## config.mk

```make
export PLATFORM = sky130hd
export DESIGN_NAME = lztbc_ctrl
export DESIGN_NICKNAME = d
export VERILOG_FILES = /design/src/sv/lztbc_pkg.sv /design/src/sv/lztbc_ctrl.sv
export SDC_FILE = /design/constraint.sdc
export NUM_CORES = 1
export LEC_CHECK = 0
export ABC_AREA = 1
export BUFFER_PORTS_ARGS = -buffer_cell sky130_fd_sc_hd__buf_2
export CAP_MARGIN = 30
export CORE_MARGIN = 10
export CORE_UTILIZATION = 40
export CTS_BUF_LIST = sky130_fd_sc_hd__clkbuf_2
export CTS_CLUSTER_SIZE = 8
export DETAILED_ROUTE_END_ITERATION = 10
export GPL_ROUTABILITY_DRIVEN = 1
export PLACE_DENSITY_LB_ADDON = 0.15
export SYNTH_ARGS = -nofsm -noshare
export SYNTH_HDL_FRONTEND = slang
export SYNTH_SLANG_ARGS = --single-unit
```

## constraint.sdc

```tcl
create_clock -name clk -period 2.5 [get_ports clk]
set_input_delay 0.25 -clock clk [delete_from_list [all_inputs] [get_ports clk]]
set_output_delay 0.25 -clock clk [all_outputs]
set_load 0.005 [all_outputs]
```

## src/sv/lztbc_pkg.sv

```systemverilog
// package for the lz token bit cost estimator
// holds codes, command and status structs and the Q12 cost rom; no dependencies
`timescale 1ns / 1ps
`default_nettype none

package lztbc_pkg;

  localparam int ADAPT_SHIFT = 4;
  localparam int LIT_BITS    = 8;
  localparam int PROB_W      = 8;
  localparam int PRICE_W     = 16;
  localparam int COST_W      = 20;
  localparam int OFFSET_W    = 12;
  localparam int BYTE_W      = 8;

  localparam logic [PROB_W-1:0] PROB_RESET = 8'd110;

  localparam logic FUNC_LITERAL = 1'b0;
  localparam logic FUNC_MATCH   = 1'b1;

  localparam logic [1:0] TREE_LEN = 2'd0;
  localparam logic [1:0] TREE_LIT = 2'd1;
  localparam logic [1:0] TREE_OFF = 2'd2;

  typedef struct packed {
    logic load;
    logic issue;
    logic len_last;
    logic clear;
    logic out_load;
  } lztbc_cmd_t;

  typedef struct packed {
    logic func;
    logic clear_last;
  } lztbc_sts_t;

  typedef logic [PRICE_W-1:0] cost_rom_t [256];

  // round(-log2(p/256) * 4096), evaluated at elaboration only
  function automatic cost_rom_t build_cost_rom();
    cost_rom_t    rom;
    logic [127:0] prod;
    logic [63:0]  m;
    logic [63:0]  frac;
    logic [63:0]  val;
    int           e;
    rom[0] = '0;
    for (int p = 1; p < 256; p++) begin
      e = 0;
      while ((p >> (e + 1)) != 0) e++;
      m = 64'(p) << (62 - e);
      frac = '0;
      for (int k = 0; k < 40; k++) begin
        prod = {64'd0, m} * {64'd0, m};
        m = prod[125:62];
        frac = frac << 1;
        if (m[63]) begin
          frac = frac | 64'd1;
          m = m >> 1;
        end
      end
      val = ((64'(8 - e) << 40) - frac + (64'd1 << 27)) >> 28;
      rom[p] = val[PRICE_W-1:0];
    end
    return rom;
  endfunction

  localparam cost_rom_t COST_ROM = build_cost_rom();

endpackage

`default_nettype wire

```

## src/sv/lztbc_ctrl.sv

```systemverilog
// controller: clear pass, token acceptance, node walk sequencing, output handshake
// depends on lztbc_pkg for the command and status structs
`timescale 1ns / 1ps
`default_nettype none

module lztbc_ctrl #(
  parameter int LEN_BITS  = 8,
  parameter int DIST_BITS = 12
) (
  input  wire logic                  clk,
  input  wire logic                  rst,
  input  wire logic                  tok_valid,
  output      logic                  tok_ready,
  output      logic                  res_valid,
  input  wire logic                  res_ready,
  output      lztbc_pkg::lztbc_cmd_t cmd,
  input  wire lztbc_pkg::lztbc_sts_t sts
);
  import lztbc_pkg::*;

  localparam int STEP_W = $clog2(LEN_BITS + DIST_BITS + 1);

  localparam logic [1:0] ST_CLEAR  = 2'd0;
  localparam logic [1:0] ST_IDLE   = 2'd1;
  localparam logic [1:0] ST_RUN    = 2'd2;
  localparam logic [1:0] ST_FINISH = 2'd3;

  logic [1:0]        state, state_next;
  logic [STEP_W-1:0] step, step_next;
  logic [STEP_W-1:0] total;
  logic              out_valid, out_valid_next;

  assign total = (sts.func == FUNC_MATCH) ? STEP_W'(LEN_BITS + DIST_BITS)
                                          : STEP_W'(LEN_BITS + LIT_BITS);

  assign tok_ready = (state == ST_IDLE);
  assign res_valid = out_valid;

  always_comb begin
    state_next = state;
    step_next  = step;
    cmd        = '0;
    case (state)
      ST_CLEAR: begin
        cmd.clear = 1'b1;
        if (sts.clear_last) begin
          state_next = ST_IDLE;
        end
      end
      ST_IDLE: begin
        if (tok_valid) begin
          cmd.load   = 1'b1;
          step_next  = '0;
          state_next = ST_RUN;
        end
      end
      ST_RUN: begin
        // the last node executes in the cycle where step reaches total
        if (step < total) begin
          cmd.issue    = 1'b1;
          cmd.len_last = (step == STEP_W'(LEN_BITS - 1));
          step_next    = step + STEP_W'(1);
        end else begin
          state_next = ST_FINISH;
        end
      end
      ST_FINISH: begin
        if (!out_valid || res_ready) begin
          cmd.out_load = 1'b1;
          state_next   = ST_IDLE;
        end
      end
      default: begin
        state_next = ST_CLEAR;
      end
    endcase
  end

  always_comb begin
    out_valid_next = out_valid;
    if (cmd.out_load) begin
      out_valid_next = 1'b1;
    end else if (res_ready) begin
      out_valid_next = 1'b0;
    end
  end

  always_ff @(posedge clk) begin
    if (rst) begin
      state     <= ST_CLEAR;
      step      <= '0;
      out_valid <= 1'b0;
    end else begin
      state     <= state_next;
      step      <= step_next;
      out_valid <= out_valid_next;
    end
  end

endmodule

`default_nettype wire

```

==> flow_metrics.env, run 1 <==
export IMPL_status="complete, no violations"
export IMPL_holdPathEnd="step[2]$_SDFFE_PP0P_"
export IMPL_drive_above_1_share_pct=22.33
export IMPL_yosys_top_cells_area="dfxtp_1 (28%), nand2_1 (13%), ha_1 (11%)"
export IMPL_cp_max_fo=5
export IMPL_std_cell_rows=13
export IMPL_grt_pass1_vias=531
export IMPL_synth_flop_cell="dfxtp_1"
export IMPL_arrival_ns=1.41
export IMPL_synth_seq_cells=8
export IMPL_overflow=0
export IMPL_max_freq_mhz=604.0
export IMPL_fp_dieH_um=58.14
export IMPL_dr_pass1_iters=4
export IMPL_cts_sinks=8
export IMPL_r2r_cells=8
export IMPL_cp_end_kind="output pin"
export IMPL_antenna_cells=0
export IMPL_grt_pass1_wl_um=2139
export IMPL_synth_top_cell_by_area="dfxtp_1"
export IMPL_setup_tns_ns=0
export IMPL_htreeDepth=1
export IMPL_path_class="reg2out"
export IMPL_p_per_area_nw_per_um2=1046
export IMPL_place_congestion=0.8151
export IMPL_clk_latency_ns=0.25
export IMPL_path_clk_slew_ns=0.09
export IMPL_portBuffers=12
export IMPL_leakage_nw=0.3610
export IMPL_hold_depth=2
export IMPL_maxCapViolCount=0
export IMPL_synth_top_cell_area_share_pct=27.53
export IMPL_setup_slack_ns=0.8444
export IMPL_worst_pin_slew_ns=0.2243
export IMPL_cts_buffer_depth=2
export IMPL_critical_path_required_ns=2.25
export IMPL_grt_max_degree=8
export IMPL_synth_edff_count=0
export IMPL_nets=116
export IMPL_cp_start_kind="flip-flop"
export IMPL_r2r_start="state[0]$_SDFFE_PP0P_"
export IMPL_synth_commonest_cells="nand2_1 (20), inv_1 (16), nor2_1 (15)"
export IMPL_track_usage_pct=8.092
export IMPL_cts_tree="built"
export IMPL_worstHoldStart="rst"
export IMPL_ant_nets=0
export IMPL_relSlewSlack_pct=85.05
export IMPL_dr_total_vias=552
export IMPL_ys_seq_area_share_pct=27.53
export IMPL_peakVddDrop_mv=0.4420
export IMPL_cts_setup_buffers=0
export IMPL_fillCellCount=137
export IMPL_hold_viol_final=0
export IMPL_start_util_pct=43.62
export IMPL_synth_fp_nets=100
export IMPL_synth_most_common_cell="nand2_1"
export IMPL_drt_iter0_drc=5
export IMPL_dpl_worst_slack_ns=1.096
export IMPL_drc_errors=0
export IMPL_synthToLayoutAreaGrowth_pct=14.84
export IMPL_syn_area_sq_um=581.8
export IMPL_yosysWarnings=0
export IMPL_avgRoutedWirePerCell_um=10.42
export IMPL_routed_wl_um=1229
export IMPL_io_pin_count=13
export IMPL_fin_crit_sh_pct=66.22
export IMPL_syn_area_per_cell_sq_um=6.537
export IMPL_synth_cell_types=19
export IMPL_core_area_sq_um=1334
export IMPL_syn_inst=89
export IMPL_antenna_found_initial=0
export IMPL_worst_r2r_endpoint="step[0]$_SDFFE_PP0P_"
export IMPL_hold_class="in2reg"
export IMPL_final_max_slew_violation_count=0
export IMPL_cts_hold_buf=0
export IMPL_rsz0062_at_grt="no"
export IMPL_cts_root_buffer="clkbuf_2"
export IMPL_reg2reg_slack_ns=1.09
export IMPL_die_area_sq_um=3380
export IMPL_cts_repair_resized=0
export IMPL_setup_viol=0
export IMPL_viasPerCell=4.678
export IMPL_die_x_um=58.14
export IMPL_clock_skew_final_ns=0.009324
export IMPL_cts_inserted_buffers=3
export IMPL_min_period_ns=1.656
export IMPL_dp_hpwl_um=1014
export IMPL_async_reset_ff_share_pct=0
-- kinds of logic (layout without fill, tap and decap cells) --
family,after synthesis,after routing,synth area share [%]
AO/OA/AOI/OAI,6,6,5.806
adder cells (fa/ha/maj),5,5,10.75
buffers and inverters,18,32,12.26
flip-flops,8,8,27.53
AND/OR/NAND/NOR,52,52,43.66
-- metrics by stage --
| step | utilization, % | power (mW) | hold slack [ns] | instances | instance area (sq um) |
|---|---|---|---|---|---|
| 2_1_floorplan | - | 0.5290 | 0.3124 | 89 | 581.8 |
| 3_3_place_gp | 48.97 | 0.6244 | 0.4420 | 115 | 653.1 |
| 3_5_place_dp | 48.97 | 0.6248 | 0.4429 | 115 | 653.1 |
| 4_1_cts | 50.09 | 0.7121 | 0.1608 | 118 | 668.1 |
| 5_1_grt | 50.09 | 0.7882 | 0.1467 | 118 | 668.1 |
| 6_report | 50.09 | 0.6989 | 0.1742 | 118 | 668.1 |
-- flip-flops by register name, indices dropped and copies added (netlist names) --
name	count
step	5
res_valid	1
state	2
-- placed cells by master, fill, tap and decap left out --
cell type,n
nand3b_1,1
or2_1,1
a21oi_1,4
dfxtp_1,8
nand2_1,20
nand3_4,1
o21ai_1,1
nand4_1,1
buf_2,12
nand3_1,7
inv_2,1
nor3_1,1
nand2_4,2
inv_1,16
nor3_2,1
nand2_2,2
ha_1,5
clkbuf_2,3
nor2_1,15
a21oi_2,1
-- worst max path at each step --
stage	from	end	slack, ns	depth (start not counted)
floorplan	state[0]$_SDFFE_PP0P_	step[0]$_SDFFE_PP0P_	1.23	10
global placement	state[1]$_SDFFE_PP0P_	state[0]$_SDFFE_PP0P_	1.13	8
detailed placement	state[0]$_SDFFE_PP0P_	step[1]$_SDFFE_PP0P_	1.10	8
CTS	state[0]$_SDFFE_PP0P_	cmd[3]	0.81	5
global route	state[0]$_SDFFE_PP0P_	cmd[3]	0.72	5
finish	state[0]$_SDFFE_PP0P_	cmd[3]	0.84	5
-- worst max-delay path, cell delays in order (launching register included) --
cell and delay, ns:
dfxtp_1 0.39, inv_1 0.08, ha_1 0.26, nand2_1 0.19, nand2_2 0.11, buf_2 0.14
-- metal layers --
layer | share of wire (%) | wire, um | GRT usage, % | vias to the layer above
met4 | 1.4 | 17 | 6.040 | 0
met5 | 0 | 0 | 0 | -
met3 | 2.8 | 34 | 3.268 | 4
met2 | 46 | 571 | 12.88 | 9
li1 | - | - | - | 301
met1 | 49 | 605 | 8.343 | 238
-- area by class of cell --
class	count	area, sq um	share of cell area, %
flip-flops and latches	8	160.2	23.97
clock buffers	3	15.01	2.247
inverters	17	63.81	9.551
well taps	15	18.77	2.809
multi-input cells	63	350.3	52.43
repair buffers	12	60.06	8.989
-- power breakdown --
group | internal [mW] | switching [mW] | leakage [nW]
Clock | 0.0327 | 0.0499 | 0.0125
Sequential | 0.169 | 0.0450 | 0.0656
Combinational | 0.161 | 0.241 | 0.283
Total | 0.363 | 0.336 | 0.361
Note: power is estimated with default switching activity, not from simulation.
==> run 2, diff against run 1 <==
==> constraint.sdc (replaced) <==
create_clock -name clk -period 1.66 [get_ports clk]
set_input_delay 0.166 -clock clk [delete_from_list [all_inputs] [get_ports clk]]
set_output_delay 0.166 -clock clk [all_outputs]
set_load 0.005 [all_outputs]
==> run 2 against run 1 <==
Flip-flop and latch count did not move. Via count rose by 0.54%. Sequential share of layout area did not move. Clock power rose by 50%. Combinational power rose by 54%. Wire length fell by 0.41%. Core utilization did not move. Critical path depth rose by 2. Critical path type unchanged.
==> flow_metrics.env, run 2 (same netlist as run 1, synthesis figures left out) <==
export IMPL_place_congestion=0.7458
export IMPL_cts_inserted_buffers=3
export IMPL_dr_pass1_iters=4
export IMPL_p_seq_share_pct=30.1
export IMPL_place_area_sq_um=653.1
export IMPL_cp_end_kind="output pin"
export IMPL_grt_max_degree=8
export IMPL_drive_above_1_share_pct=22.33
export IMPL_dr_total_vias=555
export IMPL_synthToLayoutAreaGrowth_pct=14.84
export IMPL_worstSetupStartpoint="state[0]$_SDFFE_PP0P_"
export IMPL_r2r_cells=8
export IMPL_clk_latency_ns=0.25
export IMPL_max_freq_mhz=639.2
export IMPL_cts_tree="built"
export IMPL_worst_pin_slew_ns=0.2284
export IMPL_cts_sinks=8
export IMPL_start_util_pct=43.62
export IMPL_drc_errors=0
export IMPL_grt_pass1_vias=539
export IMPL_peakVddDrop_mv=0.6911
export IMPL_antenna_found_initial=0
export IMPL_fin_hold_ws_ns=0.1010
export IMPL_leakage_nw=0.3610
export IMPL_cts_buffer_depth=2
export IMPL_ant_nets=0
export IMPL_critical_path_required_ns=1.49
export IMPL_cts_root_buffer="clkbuf_2"
export IMPL_path_class="reg2out"
export IMPL_fp_dieH_um=58.14
export IMPL_internal_power_mw=0.5474
export IMPL_viasPerCell=4.703
export IMPL_final_cell_mix="nand2_1 (20), inv_1 (16), nor2_1 (15)"
export IMPL_hold_class="in2reg"
export IMPL_final_max_slew_violation_count=0
export IMPL_min_period_ns=1.565
export IMPL_die_area_sq_um=3380
export IMPL_pwr_share_clk_pct=11.7
export IMPL_r2r_start="state[0]$_SDFFE_PP0P_"
export IMPL_setup_viol=0
export IMPL_cts_hold_buf=0
export IMPL_routed_wl_um=1224
export IMPL_portBuffers=12
export IMPL_core_area_sq_um=1334
export IMPL_arrival_ns=1.40
export IMPL_worst_r2r_endpoint="step[3]$_SDFFE_PP0P_"
export IMPL_rsz0062_at_grt="no"
export IMPL_fin_crit_sh_pct=94.25
export IMPL_path_clk_slew_ns=0.08
export IMPL_reg2reg_slack_ns=0.24
export IMPL_p_per_area_nw_per_um2=1590
export IMPL_track_usage_pct=7.929
export IMPL_switching_power_mw=0.5146
export IMPL_stdcell_area_sq_um=668.1
export IMPL_cp_max_fo=5
export IMPL_p_sw_share_pct=48.46
export IMPL_overflow=0
export IMPL_maxCapViolCount=0
export IMPL_p_total_mw=1.062
export IMPL_fillCellCount=144
export IMPL_combPwrFrac_pct=58.2
export IMPL_status="complete, no violations"
export IMPL_hold_viol_final=0
export IMPL_setup_tns_ns=0
export IMPL_die_x_um=58.14
export IMPL_clock_skew_final_ns=0.007502
export IMPL_std_cell_rows=13
export IMPL_nets=116
export IMPL_drt_iter0_drc=12
export IMPL_crit_path_end="cmd[3]"
export IMPL_cp_start_kind="flip-flop"
export IMPL_top_register="step"
export IMPL_layout_commonest_cell="nand2_1"
export IMPL_io_pin_count=13
export IMPL_htreeDepth=1
export IMPL_cts_setup_buffers=0
export IMPL_relSlewSlack_pct=84.77
export IMPL_antenna_cells=0
export IMPL_avgRoutedWirePerCell_um=10.37
export IMPL_largest_register_ffs=5
export IMPL_dp_hpwl_um=1002
export IMPL_grt_pass1_wl_um=2152
export IMPL_cts_repair_resized=0
## run 2: cell counts in the layout (fill, tap and decap cells not counted)
No cell type changed its count.
## run 2: how the worst min path moves through the flow
stage / start / to / slack (ns) / cells past startpoint
floorplan: rst / step[2]$_SDFFE_PP0P_ / 0.23 / 1
CTS: rst / step[2]$_SDFFE_PP0P_ / 0.09 / 2
global route: rst / step[2]$_SDFFE_PP0P_ / 0.09 / 2
detailed placement: rst / step[2]$_SDFFE_PP0P_ / 0.36 / 2
finish: rst / step[2]$_SDFFE_PP0P_ / 0.10 / 2
global placement: rst / step[2]$_SDFFE_PP0P_ / 0.36 / 2
## run 2: area by class of cell
type / instances / area (sq um) / share of cell area [%]
sequential: 8 / 160.2 / 23.97
timing repair buffer: 12 / 60.06 / 8.989
clock buffer: 3 / 15.01 / 2.247
multi-input combinational: 63 / 350.3 / 52.43
inverter: 17 / 63.81 / 9.551
tap: 15 / 18.77 / 2.809
## run 2: worst max-delay path, stage by stage, from the launching register on
cell and delay, ns:
dfxtp_1 0.39, inv_1 0.08, ha_1 0.26, nand2_1 0.09, inv_1 0.05, nand2_2 0.08, nand2_2 0.08, buf_2 0.14
## run 2: power by group through the flow
stage          Combinational (mW)  Clock (mW)  Sequential (mW)
3_5_place_dp                0.620           0            0.324
3_3_place_gp                0.620           0            0.322
4_1_cts                     0.623       0.130            0.319
6_report                    0.618       0.124            0.320
5_1_grt                     0.725       0.137            0.328
2_1_floorplan               0.489           0            0.307
## run 2: routing by layer
| metal | vias up | global-route usage [%] | wire (um) |
|---|---|---|---|
| li1 | 300 | - | - |
| met1 | 242 | 8.732 | 613 |
| met2 | 9 | 12.12 | 531 |
| met3 | 4 | 3.486 | 57 |
| met4 | 0 | 5.034 | 22 |
| met5 | - | 0 | 0 |
## run 2: stage by stage
stage / instances / worst slack, ns / util [%]
6_report: 118 / 0.09544 / 50.09
5_1_grt: 118 / 0.006151 / 50.09
4_1_cts: 118 / 0.07250 / 50.09
3_5_place_dp: 115 / 0.2343 / 48.97
3_3_place_gp: 115 / 0.2283 / 48.97
2_1_floorplan: 89 / 0.3876 / -
